===== src/hw/rtl/dccpd_pkg.sv =====
// ----------------------------------------------------------------------------
// dccpd_pkg
// Shared types and constants of the dcc bit and packet decoder: result
// status codes, configuration register indexes, reset values and the
// result record.
// ----------------------------------------------------------------------------
`default_nettype none

package dccpd_pkg;

  // largest packet held, check byte included
  localparam int unsigned PacketBytesMaxDefault = 6;

  localparam int unsigned CfgIdxW  = 3;
  localparam int unsigned CfgDataW = 16;

  // configuration register indexes
  localparam logic [CfgIdxW-1:0] CFG_ONE_MIN      = 3'd0;
  localparam logic [CfgIdxW-1:0] CFG_ONE_MAX      = 3'd1;
  localparam logic [CfgIdxW-1:0] CFG_ZERO_MIN     = 3'd2;
  localparam logic [CfgIdxW-1:0] CFG_ZERO_MAX     = 3'd3;
  localparam logic [CfgIdxW-1:0] CFG_PREAMBLE_MIN = 3'd4;
  localparam logic [CfgIdxW-1:0] CFG_SPEED_28     = 3'd5;
  localparam logic [CfgIdxW-1:0] CFG_PRIMARY_ADDR = 3'd6;
  localparam logic [CfgIdxW-1:0] CFG_OWN_ADDR     = 3'd7;

  // register reset values
  localparam logic [15:0] ONE_MIN_RST      = 16'd52;
  localparam logic [15:0] ONE_MAX_RST      = 16'd64;
  localparam logic [15:0] ZERO_MIN_RST     = 16'd90;
  localparam logic [15:0] ZERO_MAX_RST     = 16'd10000;
  localparam logic [5:0]  PREAMBLE_MIN_RST = 6'd10;
  localparam logic        SPEED_28_RST     = 1'b0;
  localparam logic [6:0]  PRIMARY_ADDR_RST = 7'd3;
  localparam logic [10:0] OWN_ADDR_RST     = 11'd0;

  localparam logic [5:0]  PREAMBLE_SAT   = 6'd63;
  localparam logic [10:0] BCAST_BASIC    = 11'h03F;
  localparam logic [10:0] BCAST_EXT      = 11'h33F;
  localparam logic [7:0]  IDLE_ADDR_BYTE = 8'hFF;
  localparam logic [7:0]  EXT_P1_MASK    = 8'h85;
  localparam logic [7:0]  EXT_P1_MATCH   = 8'h01;
  localparam logic [3:0]  BIT_START      = 4'd8;

  typedef enum logic [3:0] {
    ST_OK         = 4'd0,
    ST_IDLE       = 4'd1,
    ST_RESET      = 4'd2,
    ST_BASELINE   = 4'd3,
    ST_BASIC_ACC  = 4'd4,
    ST_EXT_ACC    = 4'd5,
    ST_CHECK_FAIL = 4'd6,
    ST_BASE_ADDR  = 4'd7,
    ST_BASE_INSTR = 4'd8,
    ST_BAD_BIT    = 4'd9,
    ST_BAD_LENGTH = 4'd10
  } status_e;

  typedef struct packed {
    status_e     status;
    logic [2:0]  packet_length;
    logic [10:0] address;
    logic        addressed_to_me;
    logic        broadcast;
    logic [4:0]  speed_step;
    logic        emergency_stop;
    logic        direction;
    logic        activate;
    logic [4:0]  data_bits;
  } result_t;

endpackage

`default_nettype wire


===== src/hw/rtl/dcc_bit_and_packet_decoder_core.sv =====
// ----------------------------------------------------------------------------
// dcc_bit_and_packet_decoder_core
// Classes measured half-bit periods of a track signal, pairs them into bits,
// counts the preamble, gathers packet bytes and classes finished packets.
// ----------------------------------------------------------------------------
//
//  channel  | direction | handshake                 | beat
//  ---------+-----------+---------------------------+-----------------------------
//  in       | in        | in_valid_i / in_ready_o   | half_period_us_i
//  out      | out       | out_valid_o / out_ready_i | status_o .. data_bits_o
//  cfg      | in        | cfg_we_i (no wait)        | cfg_idx_i, cfg_wdata_i
//
// one beat per cycle sustained while the result register is free or read; a
// beat passes the input register, then a decode that ends a packet or reports
// an error goes into the result register. decode updates the bit/packet state
// of one half period per cycle. a held result stalls the input register only;
// a new beat is still taken while it drains into a free result register. reset
// clears control and decoder state and loads register defaults; no clearing pass.

`default_nettype none

module dcc_bit_and_packet_decoder_core #(
  parameter int unsigned PACKET_BYTES_MAX = dccpd_pkg::PacketBytesMaxDefault
) (
  input  wire logic                              clk_i,
  input  wire logic                              rst_ni,

  input  wire logic                              in_valid_i,
  output      logic                              in_ready_o,
  input  wire logic [15:0]                       half_period_us_i,

  output      logic                              out_valid_o,
  input  wire logic                              out_ready_i,
  output      logic [3:0]                        status_o,
  output      logic [2:0]                        packet_length_o,
  output      logic [10:0]                       address_o,
  output      logic                              addressed_to_me_o,
  output      logic                              broadcast_o,
  output      logic [4:0]                        speed_step_o,
  output      logic                              emergency_stop_o,
  output      logic                              direction_o,
  output      logic                              activate_o,
  output      logic [4:0]                        data_bits_o,

  input  wire logic                              cfg_we_i,
  input  wire logic [dccpd_pkg::CfgIdxW-1:0]     cfg_idx_i,
  input  wire logic [dccpd_pkg::CfgDataW-1:0]    cfg_wdata_i
);
  import dccpd_pkg::*;

  localparam int unsigned BiW = $clog2(PACKET_BYTES_MAX);
  localparam int unsigned NW  = $clog2(PACKET_BYTES_MAX + 1);

  // configuration
  logic [15:0] one_min_q, one_max_q, zero_min_q, zero_max_q;
  logic [5:0]  preamble_min_q;
  logic        speed_28_q;
  logic [6:0]  primary_addr_q;
  logic [10:0] own_addr_q;

  always_ff @(posedge clk_i or negedge rst_ni) begin
    if (!rst_ni) begin
      one_min_q      <= ONE_MIN_RST;
      one_max_q      <= ONE_MAX_RST;
      zero_min_q     <= ZERO_MIN_RST;
      zero_max_q     <= ZERO_MAX_RST;
      preamble_min_q <= PREAMBLE_MIN_RST;
      speed_28_q     <= SPEED_28_RST;
      primary_addr_q <= PRIMARY_ADDR_RST;
      own_addr_q     <= OWN_ADDR_RST;
    end else if (cfg_we_i) begin
      case (cfg_idx_i)
        CFG_ONE_MIN:      one_min_q      <= cfg_wdata_i;
        CFG_ONE_MAX:      one_max_q      <= cfg_wdata_i;
        CFG_ZERO_MIN:     zero_min_q     <= cfg_wdata_i;
        CFG_ZERO_MAX:     zero_max_q     <= cfg_wdata_i;
        CFG_PREAMBLE_MIN: preamble_min_q <= cfg_wdata_i[5:0];
        CFG_SPEED_28:     speed_28_q     <= cfg_wdata_i[0];
        CFG_PRIMARY_ADDR: primary_addr_q <= cfg_wdata_i[6:0];
        CFG_OWN_ADDR:     own_addr_q     <= cfg_wdata_i[10:0];
        default: ;
      endcase
    end
  end

  // input register
  logic        s1_valid_q, s1_valid_d;
  logic [15:0] s1_p_q, s1_p_d;
  logic        adv;
  logic        out_valid_q, out_valid_d;
  result_t     res_q, res_d;

  assign adv        = s1_valid_q && (!out_valid_q || out_ready_i);
  assign in_ready_o = !s1_valid_q || adv;

  always_comb begin
    s1_valid_d = s1_valid_q;
    s1_p_d     = s1_p_q;
    if (in_valid_i && in_ready_o) begin
      s1_valid_d = 1'b1;
      s1_p_d     = half_period_us_i;
    end else if (adv) begin
      s1_valid_d = 1'b0;
    end
  end

  always_ff @(posedge clk_i or negedge rst_ni) begin
    if (!rst_ni) begin
      s1_valid_q <= 1'b0;
    end else begin
      s1_valid_q <= s1_valid_d;
    end
  end

  always_ff @(posedge clk_i) begin
    s1_p_q <= s1_p_d;
  end

  // decoder state
  logic           half_phase_q, half_phase_d;
  logic           fh_one_q, fh_one_d;
  logic           fh_valid_q, fh_valid_d;
  logic           reading_q, reading_d;
  logic [5:0]     pre_cnt_q, pre_cnt_d;
  logic [7:0]     pkt_q [PACKET_BYTES_MAX];
  logic [7:0]     pkt_d [PACKET_BYTES_MAX];
  logic [BiW-1:0] byte_idx_q, byte_idx_d;
  logic [3:0]     bit_pos_q, bit_pos_d;

  // half classification
  logic b1, bv;
  assign b1 = (s1_p_q >= one_min_q) && (s1_p_q <= one_max_q);
  assign bv = b1 || ((s1_p_q >= zero_min_q) && (s1_p_q <= zero_max_q));

  // byte count including the byte just closed by a start bit
  logic [NW-1:0] n;
  assign n = NW'(byte_idx_q) + NW'(1);

  // packet classification, valid when an end bit closes n bytes
  result_t    ex;
  logic [7:0] xsum;
  logic [7:0] p0, p1, p2;
  logic [10:0] acc_addr;
  logic [3:0]  code;

  assign p0 = pkt_q[0];
  assign p1 = pkt_q[1];
  assign p2 = pkt_q[2];

  always_comb begin
    ex       = '0;
    xsum     = '0;
    acc_addr = '0;
    code     = p1[3:0];
    // unused bytes stay zero, so a good packet xors to zero overall
    for (int i = 0; i < PACKET_BYTES_MAX; i++) begin
      xsum = xsum ^ pkt_q[i];
    end
    ex.status = ST_OK;
    if (xsum != 8'h00) begin
      ex.status = ST_CHECK_FAIL;
    end else if (n == NW'(3)) begin
      if (p1 == 8'h00 && p0 == IDLE_ADDR_BYTE) begin
        ex.status = ST_IDLE;
      end else if (p1 == 8'h00 && p0 == 8'h00) begin
        ex.status = ST_RESET;
      end else if (p0[7:6] == 2'b10 && p1[7]) begin
        acc_addr           = {2'b00, ~p1[6:4], p0[5:0]};
        ex.status          = ST_BASIC_ACC;
        ex.address         = acc_addr;
        ex.addressed_to_me = (acc_addr == own_addr_q);
        ex.broadcast       = (acc_addr == BCAST_BASIC);
        ex.activate        = p1[3];
        ex.data_bits       = {2'b00, p1[2:0]};
      end else if (p0[7]) begin
        ex.status = ST_BASE_ADDR;
      end else if (p1[7:6] != 2'b01) begin
        ex.status = ST_BASE_INSTR;
      end else begin
        ex.status          = ST_BASELINE;
        ex.address         = {4'b0000, p0[6:0]};
        ex.addressed_to_me = (p0[6:0] == primary_addr_q);
        ex.direction       = p1[5];
        if (code == 4'd1) begin
          ex.emergency_stop = 1'b1;
        end else if (code >= 4'd2) begin
          // 28 steps: low speed bit joins below the code
          ex.speed_step = speed_28_q ? ({code, p1[4]} - 5'd3) : ({1'b0, code} - 5'd1);
        end
      end
    end else if (n == NW'(4) && p0[7:6] == 2'b10
                 && (p1 & EXT_P1_MASK) == EXT_P1_MATCH) begin
      acc_addr           = {p1[2:1], p1[6:4], p0[5:0]};
      ex.status          = ST_EXT_ACC;
      ex.address         = acc_addr;
      ex.addressed_to_me = (acc_addr == own_addr_q);
      ex.broadcast       = (acc_addr == BCAST_EXT);
      ex.data_bits       = p2[4:0];
    end
  end

  // bit pairing and packet engine
  logic emit, ended_one, set_bit;

  always_comb begin
    half_phase_d = half_phase_q;
    fh_one_d     = fh_one_q;
    fh_valid_d   = fh_valid_q;
    reading_d    = reading_q;
    pre_cnt_d    = pre_cnt_q;
    byte_idx_d   = byte_idx_q;
    bit_pos_d    = bit_pos_q;
    emit         = 1'b0;
    ended_one    = 1'b0;
    set_bit      = 1'b0;
    res_d        = '0;
    res_d.status = ST_OK;

    if (!half_phase_q) begin
      fh_one_d     = b1;
      fh_valid_d   = bv;
      half_phase_d = 1'b1;
    end else begin
      half_phase_d = 1'b0;
      if (!fh_valid_q || !bv) begin
        emit         = 1'b1;
        res_d.status = ST_BAD_BIT;
      end else if (!reading_q) begin
        if (fh_one_q && b1) begin
          if (pre_cnt_q != PREAMBLE_SAT) begin
            pre_cnt_d = pre_cnt_q + 6'd1;
          end
        end else if (fh_one_q == b1) begin
          if (pre_cnt_q >= preamble_min_q) begin
            reading_d = 1'b1;
          end else begin
            pre_cnt_d = '0;
          end
        end else begin
          // mismatched halves: slip pairing by one half
          fh_one_d     = b1;
          fh_valid_d   = 1'b1;
          half_phase_d = 1'b1;
          pre_cnt_d    = '0;
        end
      end else if (fh_one_q != b1) begin
        emit         = 1'b1;
        res_d.status = ST_BAD_BIT;
      end else if (bit_pos_q < BIT_START) begin
        set_bit   = fh_one_q;
        bit_pos_d = bit_pos_q + 4'd1;
      end else if (fh_one_q) begin
        // end bit
        emit      = 1'b1;
        ended_one = 1'b1;
        if (n >= NW'(3) && n <= NW'(PACKET_BYTES_MAX)) begin
          res_d = ex;
        end else begin
          res_d.status = ST_BAD_LENGTH;
        end
        res_d.packet_length = 3'(n);
      end else if (n >= NW'(PACKET_BYTES_MAX)) begin
        emit         = 1'b1;
        res_d.status = ST_BAD_LENGTH;
      end else begin
        byte_idx_d = BiW'(n);
        bit_pos_d  = '0;
      end
    end

    if (emit) begin
      byte_idx_d   = '0;
      bit_pos_d    = '0;
      reading_d    = 1'b0;
      half_phase_d = 1'b0;
      pre_cnt_d    = ended_one ? 6'd1 : 6'd0;
    end

    for (int i = 0; i < PACKET_BYTES_MAX; i++) begin
      pkt_d[i] = pkt_q[i];
      if (emit) begin
        pkt_d[i] = '0;
      end else if (set_bit && byte_idx_q == BiW'(i)) begin
        pkt_d[i] = pkt_q[i] | (8'h80 >> bit_pos_q[2:0]);
      end
    end

    out_valid_d = out_valid_q;
    if (adv && emit) begin
      out_valid_d = 1'b1;
    end else if (out_ready_i) begin
      out_valid_d = 1'b0;
    end
  end

  always_ff @(posedge clk_i or negedge rst_ni) begin
    if (!rst_ni) begin
      half_phase_q <= 1'b0;
      fh_one_q     <= 1'b0;
      fh_valid_q   <= 1'b0;
      reading_q    <= 1'b0;
      pre_cnt_q    <= '0;
      byte_idx_q   <= '0;
      bit_pos_q    <= '0;
      for (int i = 0; i < PACKET_BYTES_MAX; i++) begin
        pkt_q[i] <= '0;
      end
    end else if (adv) begin
      half_phase_q <= half_phase_d;
      fh_one_q     <= fh_one_d;
      fh_valid_q   <= fh_valid_d;
      reading_q    <= reading_d;
      pre_cnt_q    <= pre_cnt_d;
      byte_idx_q   <= byte_idx_d;
      bit_pos_q    <= bit_pos_d;
      for (int i = 0; i < PACKET_BYTES_MAX; i++) begin
        pkt_q[i] <= pkt_d[i];
      end
    end
  end

  // result register
  always_ff @(posedge clk_i or negedge rst_ni) begin
    if (!rst_ni) begin
      out_valid_q <= 1'b0;
    end else begin
      out_valid_q <= out_valid_d;
    end
  end

  always_ff @(posedge clk_i) begin
    if (adv && emit) begin
      res_q <= res_d;
    end
  end

  assign out_valid_o       = out_valid_q;
  assign status_o          = res_q.status;
  assign packet_length_o   = res_q.packet_length;
  assign address_o         = res_q.address;
  assign addressed_to_me_o = res_q.addressed_to_me;
  assign broadcast_o       = res_q.broadcast;
  assign speed_step_o      = res_q.speed_step;
  assign emergency_stop_o  = res_q.emergency_stop;
  assign direction_o       = res_q.direction;
  assign activate_o        = res_q.activate;
  assign data_bits_o       = res_q.data_bits;

  // checks
  a_result_from_input: assert property (@(posedge clk_i) disable iff (!rst_ni)
    $rose(out_valid_q) |-> $past(s1_valid_q))
    else $error("result appeared without a decoded beat");

  a_byte_idx_range: assert property (@(posedge clk_i) disable iff (!rst_ni)
    byte_idx_q < BiW'(PACKET_BYTES_MAX) && bit_pos_q <= BIT_START)
    else $error("packet position out of range");

  a_preamble_clean: assert property (@(posedge clk_i) disable iff (!rst_ni)
    !reading_q |-> (byte_idx_q == '0 && bit_pos_q == '0))
    else $error("packet position left over in preamble mode");

  a_error_no_length: assert property (@(posedge clk_i) disable iff (!rst_ni)
    out_valid_q && res_q.status == ST_BAD_BIT |-> res_q.packet_length == 3'd0)
    else $error("bit error carries a packet length");

endmodule

`default_nettype wire

===== config.mk =====
export PLATFORM = sky130hd
export DESIGN_NAME = dcc_bit_and_packet_decoder_core
export DESIGN_NICKNAME = d
export VERILOG_FILES = /design/src/hw/rtl/dccpd_pkg.sv /design/src/hw/rtl/dcc_bit_and_packet_decoder_core.sv
export SDC_FILE = /design/constraint.sdc
export NUM_CORES = 1
export LEC_CHECK = 0
export BUFFER_PORTS_ARGS = -buffer_cell sky130_fd_sc_hd__buf_2
export CORE_MARGIN = 8
export CORE_UTILIZATION = 48
export CTS_BUF_LIST = sky130_fd_sc_hd__clkbuf_4
export DETAILED_ROUTE_END_ITERATION = 12
export PLACE_DENSITY = 0.66
export REMOVE_ABC_BUFFERS = 1
export SYNTH_ARGS = -nofsm -noshare
export SYNTH_HDL_FRONTEND = slang
export SYNTH_SLANG_ARGS = --single-unit

===== constraint.sdc =====
create_clock -name clk_i -period 12.8 [get_ports clk_i]
set_input_delay 0.64 -clock clk_i [delete_from_list [all_inputs] [get_ports clk_i]]
set_output_delay 0.64 -clock clk_i [all_outputs]
set_load 0.01 [all_outputs]

; Word level (Yosys, flattened, before mapping)
; Cells that the tools add are included.
[totals]
reg_bits = 205
input_bits = 40
output_inout_bits = 35
elab_cells = 297
[classes]
add_sub_neg = 5
magnitude_cmp = 10
eq_ne = 41
shift = 1
muxes = 120
bitwise_logic = 19
reduce_logical = 66
[op_table]
columns = operator, count
row1 = 8-bit two-way mux, 15
row2 = 4-bit two-way mux, 20
row3 = 33-bit two-way mux, 2
row4 = 29-bit two-way mux, 2
row5 = 6-bit two-way mux, 9
row6 = 26-bit two-way mux, 2
row7 = 1-bit two-way mux, 48
row8 = 24-bit two-way mux, 2
row9 = 8-bit OR, 6
row10 = 8-bit XOR, 5
row11 = 16-bit greater-or-equal comparator, 2
row12 = 16-bit <= comparator, 2
row13 = 2-bit AND reduction, 14
row14 = 3-bit two-way mux, 9
row15 = 13-bit two-way mux, 2
row16 = 5-bit two-way mux, 5
row17 = "3-bit equality test, second input constant", 7
row18 = 7-bit two-way mux, 3
row19 = 2-bit nonzero test, 10
row20 = 1-bit logical AND, 18
row21 = 8-bit zero test, 2
row22 = "2-bit inequality test, second input constant", 8
row23 = 16-bit OR reduction, 1
row24 = "3-bit by 2-bit equality test with 1-bit output, second input constant", 5
row25 = 46 further kinds, 63

; Depth between registers and ports, before layout
; Gate-level depths: netlist of run 1.
[depth]
depth_word = 17
mapped_depth = 17
mapped_depth_nobuf = 15

; Least setup slack after synthesis of run 1
; Ideal clock, no wire load.
[synth_path]
path_type = register to register
start = register one_min_q[5]
end = register res_q, in the netlist activate_o, enable pin
setup_time_ps = 410
arrival_time_ps = 4180
required_ps = 12390
setup_slack_ps = 8210
stages_incl_launch_ff = 15
n_path_buf = 2
synth_period_minus_slack_ps = 4590
path_cell_list = dfstp_2 -> inv_1 -> ha_1 -> and4_1 -> a221oi_1 -> a211o_1 -> a32oi_2 -> ha_1 -> inv_1 -> a21oi_1 -> a2111oi_0 -> a211o_1 -> buf_2 -> nor2_1 -> clkbuf_1
[synth_via]
elab_chain_cells = 8
word_cells_on_any_way = 11
classes_between = order compare (1) / eq/ne (1) / mux (4) / reduce/logical (5)
[synth_rtl]
columns = item, line_no
row1 = from (decl), dcc_bit_and_packet_decoder_core.sv:55  ; logic [15:0] one_min_q, one_max_q, zero_min_q, zero_max_q;
row2 = from (signal assigned), dcc_bit_and_packet_decoder_core.sv:73  ; CFG_ONE_MIN: one_min_q <= cfg_wdata_i;
row3 = 16-bit greater-or-equal comparator (*), dcc_bit_and_packet_decoder_core.sv:132  ; assign b1 = (s1_p_q >= one_min_q) && (s1_p_q <= one_max_q);
row4 = 1-bit logical AND (*), dcc_bit_and_packet_decoder_core.sv:132
row5 = named net b1, dcc_bit_and_packet_decoder_core.sv:131  ; logic b1, bv;
row6 = 1-bit inequality test or 1-bit logical OR (tied branches), "dcc_bit_and_packet_decoder_core.sv:246, dcc_bit_and_packet_decoder_core.sv:133"
row7 = 1-bit two-way mux or 1-bit zero test (tied branches), "dcc_bit_and_packet_decoder_core.sv:246, dcc_bit_and_packet_decoder_core.sv:225"
row8 = 1-bit two-way mux or 1-bit logical OR (tied branches), "dcc_bit_and_packet_decoder_core.sv:228, dcc_bit_and_packet_decoder_core.sv:225"
row9 = 1-bit two-way mux (*), dcc_bit_and_packet_decoder_core.sv:225  ; if (!fh_valid_q || !bv) begin
row10 = 1-bit two-way mux (*), dcc_bit_and_packet_decoder_core.sv:219  ; if (!half_phase_q) begin
row11 = 1-bit logical AND (*), dcc_bit_and_packet_decoder_core.sv:332  ; if (adv && emit) begin
row12 = to (signal assigned), dcc_bit_and_packet_decoder_core.sv:333  ; res_q <= res_d;
row13 = to (decl), dcc_bit_and_packet_decoder_core.sv:91  ; result_t res_q, res_d;
; The timed path passes the listed nets; every way through them passes the cells marked *.
; A chain may end at the register's enable or synchronous reset.

; Final worst setup path of run 1
[layout_path]
start = register one_min_q[5]
end = register res_q, in the netlist address_o[0], enable pin
; The elaborated chain is that of the path after synthesis.

==> reports/results.ini, run 1 <==
[min_path]
min_path_type = primary input to async pin

[layout]
layout-drive-gt1-share_pct = 20.6
stdcell_count = 1465
area_delta_synth_final_pct = 12.5
fin_area_sq_um = 12100
layout.nets = 1269

[global_route]
overflow = 0
grt_max_degree = 98
gr-usage-all-layers_pct = 18.1
grt_pass1_vias = 7977
antenna_found_initial = 1
grt_pass1_wl_microns = 41100

[sta]
fmax_ghz = 0.218
setup_viol = 0
slew_violations = 0
tightest_slew_ps = 1210
fin_worst_skew_ps = 52.6
fin_crit_ps = 4580
slew_headroom_pct = 18.8
rsz0062_at_grt = no
tns_ps = 0
fin_crit_sh_pct = 35.8
finalHoldViolCount = 0

[worst_setup_path]
crit_path_start_kind = flip-flop
required_ps = 13040
reg2reg_slack_ps = 8220
reg2reg_to = address_o[0]$_SDFFCE_PP0P_
r2r-start = one_min_q[5]$_DFFE_PN1P_
end_kind = flip-flop
worst-setup-path-type = flip-flop to flip-flop
path_max_fanout = 81
cp.arrival_ps = 4820
reg2reg_depth = 13

[logic_synthesis]
synthDominantCellAreaShare_pct = 32.4
yosysSeqAreaShare_pct = 50.2
yosysMostFrequentCell = dfrtp_1
syn_area_per_cell_sq_um = 10.2
synth_top_area_cell = dfrtp_1
synth_cell_types = 63
synth-seq-cells = 205
ys_async_sr_fraction_pct = 76.1
synth-edff-count = 49
synthCells = 1051
netlist_area_sq_um = 10700
yosysWarnings = 0
ys.flop_type = dfrtp_1
synth_commonest_cells = dfrtp_1, nand2_1, inv_1
synthTopCellsByArea = dfrtp_1, edfxtp_1, ha_1

[outcome]
status = completed

[route]
drc_errors = 0
drtPass1Iterations = 5
ant_nets = 0
drt-initial-drc-count = 425
wirelength_microns = 25200
avgViaCountPerCell = 5.40
wl_per_cell_microns = 17.2
vias = 7911

[floorplanning]
pin_count = 75
die_h_microns = 166
start_util_pct = 49.1
fp.dieW_microns = 166
rows = 54
core_area_sq_um = 21900
die-area_sq_um = 27400

[run]
cap_violations = 0

[cts]
cts-buffers-inserted = 52
clock_latency_ps = 660
post_cts_buffers = 0
postCtsResizedCells = 0
clock_path_buffers = 3
htree_num_levels = 2
cts_tree = built
clk_pin_slew_ps = 70
cts_root_buf = clkbuf_4
cts.sinks = 205
hold_buffers = 0

[place]
dp_cells = 1368
dp_hpwl_microns = 17900
placed_area_sq_um = 11400
place.gp.congestion = 0.885
portBuffers = 74

[power]
powerDensity_nw_per_um2 = 154
power_frac_comb_pct = 24.0
pwr-share-seq_pct = 45.8
sw_frac_of_total_pct = 31.9
peakVddDrop_uv = 77.0
p_sw_mw = 0.594
internal-power_mw = 1.27
power.share.clock_pct = 30.2
p_leak_nw = 5.47

==> flip-flops by register name, indices dropped and copies added, names as in the netlist, 3 cells and up <==
name and count:
address_o 11, status_o 4, pre_cnt_q 6, data_bits_o 5, speed_step_o 5, zero_min_q 16, pkt_q 24, s1_p_q 16
own_addr_q 11, one_min_q 16, p1 8, zero_max_q 16, primary_addr_q 7, bit_pos_q 4, preamble_min_q 6, p2 8
packet_length_o 3, one_max_q 16, byte_idx_q 3, p0 8
==> metal layers <==
layer	vias to the layer above	track usage [%]	wire length (microns)
met5	-	0	0
met4	0	5.64	506
met3	41	4.02	1360
met2	196	30.0	12100
met1	3804	23.2	11200
li1	3870	-	-
==> cell type report <==
cell class,count,area (sq um)
clock inverters,9,43.8
multi-input cells,711,4870
inverters,90,338
clock buffers,87,653
well taps,280,350
flip-flops and latches,205,5400
fillers,2010,9800
diodes,1,2.50
repair buffers,82,437
==> cell families (layout without fill, tap and decap cells) <==
logic type	after synthesis	after routing	share of synthesized area [%]
AOI/OAI and AO/OA	214	214	11.9
xor gates and xnor gates	62	62	5.05
adders and majority gates	87	87	10.1
buffers and inverters	135	268	4.81
DFF	205	205	50.2
muxes	42	42	4.38
other	1	2	0.0349
and+or+nand+nor	305	305	13.4
==> power groups by stage <==
stage / logic, mW / clock network [mW] / registers (mW)
final: 0.447 / 0.563 / 0.853
after global routing: 0.508 / 0.618 / 0.867
after CTS: 0.451 / 0.583 / 0.854
after detailed placement: 0.448 / 0 / 0.866
after global placement: 0.437 / 0 / 0.863
after floorplan: 0.286 / 0 / 0.869
==> stage by stage <==
stage               setup WS, ps  total power, mW  hold WS (ps)  util [%]
finish                      8220             1.86          77.6      55.2
global route                7960             1.99          99.9      55.2
CTS                         8290             1.89          80.7      55.2
detailed placement          8340             1.31           495      52.0
global placement            8480             1.30           490      52.0
floorplan                   6610             1.16           344         -
==> critical path, stage by stage, from the launching register on <==
cell and delay [ps]:
dfstp_2 510, inv_1 50, ha_1 300, and4_1 230, a221oi_1 310, a211o_1 190, a32oi_2 190, ha_1 400
inv_1 90, a21oi_1 380, a2111oi_0 160, a211o_1 460, nor2_4 120, buf_4 690
==> worst max-delay path by stage <==
stage                              from                         end  slack (ps)  cells after the start
6_report       one_min_q[5]$_DFFE_PN1P_  address_o[0]$_SDFFCE_PP0P_        8220                     13
5_1_grt        one_min_q[5]$_DFFE_PN1P_  address_o[0]$_SDFFCE_PP0P_        7960                     13
4_1_cts        one_min_q[5]$_DFFE_PN1P_  address_o[2]$_SDFFCE_PP0P_        8290                     13
3_5_place_dp   one_min_q[5]$_DFFE_PN1P_  address_o[5]$_SDFFCE_PP0P_        8340                     13
3_3_place_gp   one_min_q[5]$_DFFE_PN1P_  address_o[2]$_SDFFCE_PP0P_        8480                     13
2_1_floorplan  one_min_q[5]$_DFFE_PN1P_    activate_o$_SDFFCE_PP0P_        6610                     12
==> cell usage in the layout (no fill, tap or decap), types with 14 or more instances in the layout <==
cell	count
nand2_1	94
a21oi_1	80
ha_1	87
mux2_2	40
dfrtp_1	139
xor2_1	24
o21ai_0	70
and2_1	15
nand4_1	14
dfstp_2	17
buf_2	73
inv_1	90
clkbuf_4	87
nand3_1	23
edfxtp_1	49
xnor2_1	38
nor2_1	87
Note: power is estimated with default switching activity, not from simulation.
==> run 2: changes to the inputs <==
- clock period: 12.8 -> 4.3 ns (I/O delays scaled with it)
==> run 2 against run 1 <==
Die area stayed put. Clock power grew to 3.1 times the previous value. Setup slack lost 7900 ps. Sequential cell count unchanged. Cell area up 4.0%. Non-clock buffer count rose by 48. Clock skew grew 11 ps. Total power grew to 3.1 times the previous value. Final cell count increased by 3.3%. Register-to-register slack got worse by 7900 ps.
==> reports/results.ini, run 2 (synthesized netlist as in run 1, its figures left out) <==
[outcome]
status = completed

[worst_setup_path]
crit_path_start_kind = flip-flop
path_max_fanout = 11
cp.arrival_ps = 4460
slowest_delay_ps = 550
setup.worst_path.start = s1_p_q[7]$_DFFE_PP_
r2r-start = s1_p_q[7]$_DFFE_PP_
critPathTopFamily = simple AND/OR/NAND/NOR gates
crit_buf_inv = 1
end_kind = flip-flop
required_ps = 4790
worst-setup-path-type = flip-flop to flip-flop
crit_chain = ha_1, nand4_1, or4_1, a32oi_2, ha_1, nor2b_1, nand3_1, or3_1, buf_4, nor2_1, and2_1
crit_slowest_cell = or4_1
crit_top_cell = ha_1

[sta]
tightest_slew_ps = 1170
slew_headroom_pct = 21.4
holdWs_ps = 56.3
slew_violations = 0
rsz0062_at_grt = no
fin_worst_skew_ps = 63.8
fmax_ghz = 0.251
fin_crit_sh_pct = 92.5
setup_viol = 0
fin_crit_ps = 3980
finalHoldViolCount = 0

[power]
power_frac_comb_pct = 24.6
p_leak_nw = 5.70
power.share.clock_pct = 30.9
peakVddDrop_uv = 302
pwr-share-seq_pct = 44.5
powerDensity_nw_per_um2 = 455
internal-power_mw = 3.91
sw_frac_of_total_pct = 31.7
p_sw_mw = 1.81

[min_path]
min_path_type = primary input to flip-flop
min-delay-start = cfg_wdata_i[0]

[place]
portBuffers = 74
place.gp.congestion = 0.888
dp_hpwl_microns = 18400

[route]
drc_errors = 0
ant_nets = 0
drtPass1Iterations = 5
drt-initial-drc-count = 417
avgViaCountPerCell = 5.34
wirelength_microns = 26200
vias = 8087
wl_per_cell_microns = 17.3

[layout]
fin_util_pct = 57.4
area_delta_synth_final_pct = 17.0
layout-drive-gt1-share_pct = 20.5
layout.nets = 1318
multiInputGateArea_sq_um = 4860
top_register = pkt_q
layout.cells.most_common_list = dfrtp_1, nand2_1, inv_1
largest_reg_flops = 24
n_fill_cell = 1936
register_area_sq_um = 5400
final_common_cell = dfrtp_1

[floorplanning]
die_h_microns = 166
core_area_sq_um = 21900
pin_count = 75
start_util_pct = 49.1
fp.dieW_microns = 166
die-area_sq_um = 27400
rows = 54

[global_route]
grt_pass1_vias = 8314
overflow = 0
gr-usage-all-layers_pct = 19.0
grt_max_degree = 100
antenna_found_initial = 1
grt_pass1_wl_microns = 43100

[run]
cap_violations = 0

[cts]
cts-buffers-inserted = 53
cts_tree = built
htree_num_levels = 2
cts_root_buf = clkbuf_4
postCtsResizedCells = 0
clock_latency_ps = 680
cts.sinks = 205
clk_pin_slew_ps = 60
clock_path_buffers = 3

-- run 2: metal layers --
layer	vias to the layer above	part of all wire (%)	routed length, microns	GRT usage, %
met4	0	2.7	714	7.33
met3	60	5.6	1460	4.00
met2	206	48	12700	31.7
met5	-	0	0	0
li1	3967	-	-	-
met1	3854	43	11400	23.6
-- run 2: layout make-up --
type,count,share of cell area (%)
Inverter,90,2.69
Sequential cell,205,42.9
Timing Repair Buffer,130,7.17
Clock buffer,89,5.31
Tap cell,280,2.79
Antenna cell,1,0.0199
Multi-Input combinational cell,711,38.6
Clock inverter,8,0.478
-- run 2: worst reg2reg max path: cells and delay by family, from the launching register on --
kind / cells / cell delay (ps)
buffers and inverters: 1 / 220
AOI/OAI and AO/OA: 1 / 400
DFF: 1 / 480
adders and majority gates: 2 / 720
and+or+nand+nor: 7 / 1990
-- run 2: path summary, 6_finish.rpt --
path,endpoint,slack (ps),depth (start not counted)
setup reg to reg,address_o[3]$_SDFFCE_PP0P_,320,11
setup / recovery,address_o[3]$_SDFFCE_PP0P_,320,11
hold / removal,speed_28_q$_DFFE_PN0P_,60,2
min in group asynchronous,p0[5]$_DFFE_PN0P_,260,2
max in group asynchronous,preamble_min_q[1]$_DFFE_PN1P_,3050,3
hold reg to reg,zero_max_q[2]$_DFFE_PN0P_,500,1
-- run 2: stage by stage --
step	power (mW)	setup TNS, ps	area, sq um	cells	setup slack (ps)
after CTS	5.79	0	12600	1513	358
after floorplan	3.44	-147420	10600	1006	-1890
after detailed placement	3.96	0	11500	1379	414
after global routing	6.08	0	12600	1514	39.6
after global placement	3.93	0	11500	1379	513
final	5.72	0	12600	1514	322
-- run 2: power groups by stage --
stage	clock, mW	sequential [mW]	combinational (mW)
after global placement	0	2.57	1.36
after detailed placement	0	2.58	1.38
final	1.77	2.54	1.41
after floorplan	0	2.59	0.852
after CTS	1.82	2.54	1.42
after global routing	1.91	2.58	1.59
-- run 2: repair_timing --
item	in CTS	in global routing
hold buffers	37	0
setup buffers	0	0
hold endpoints to repair	173	0
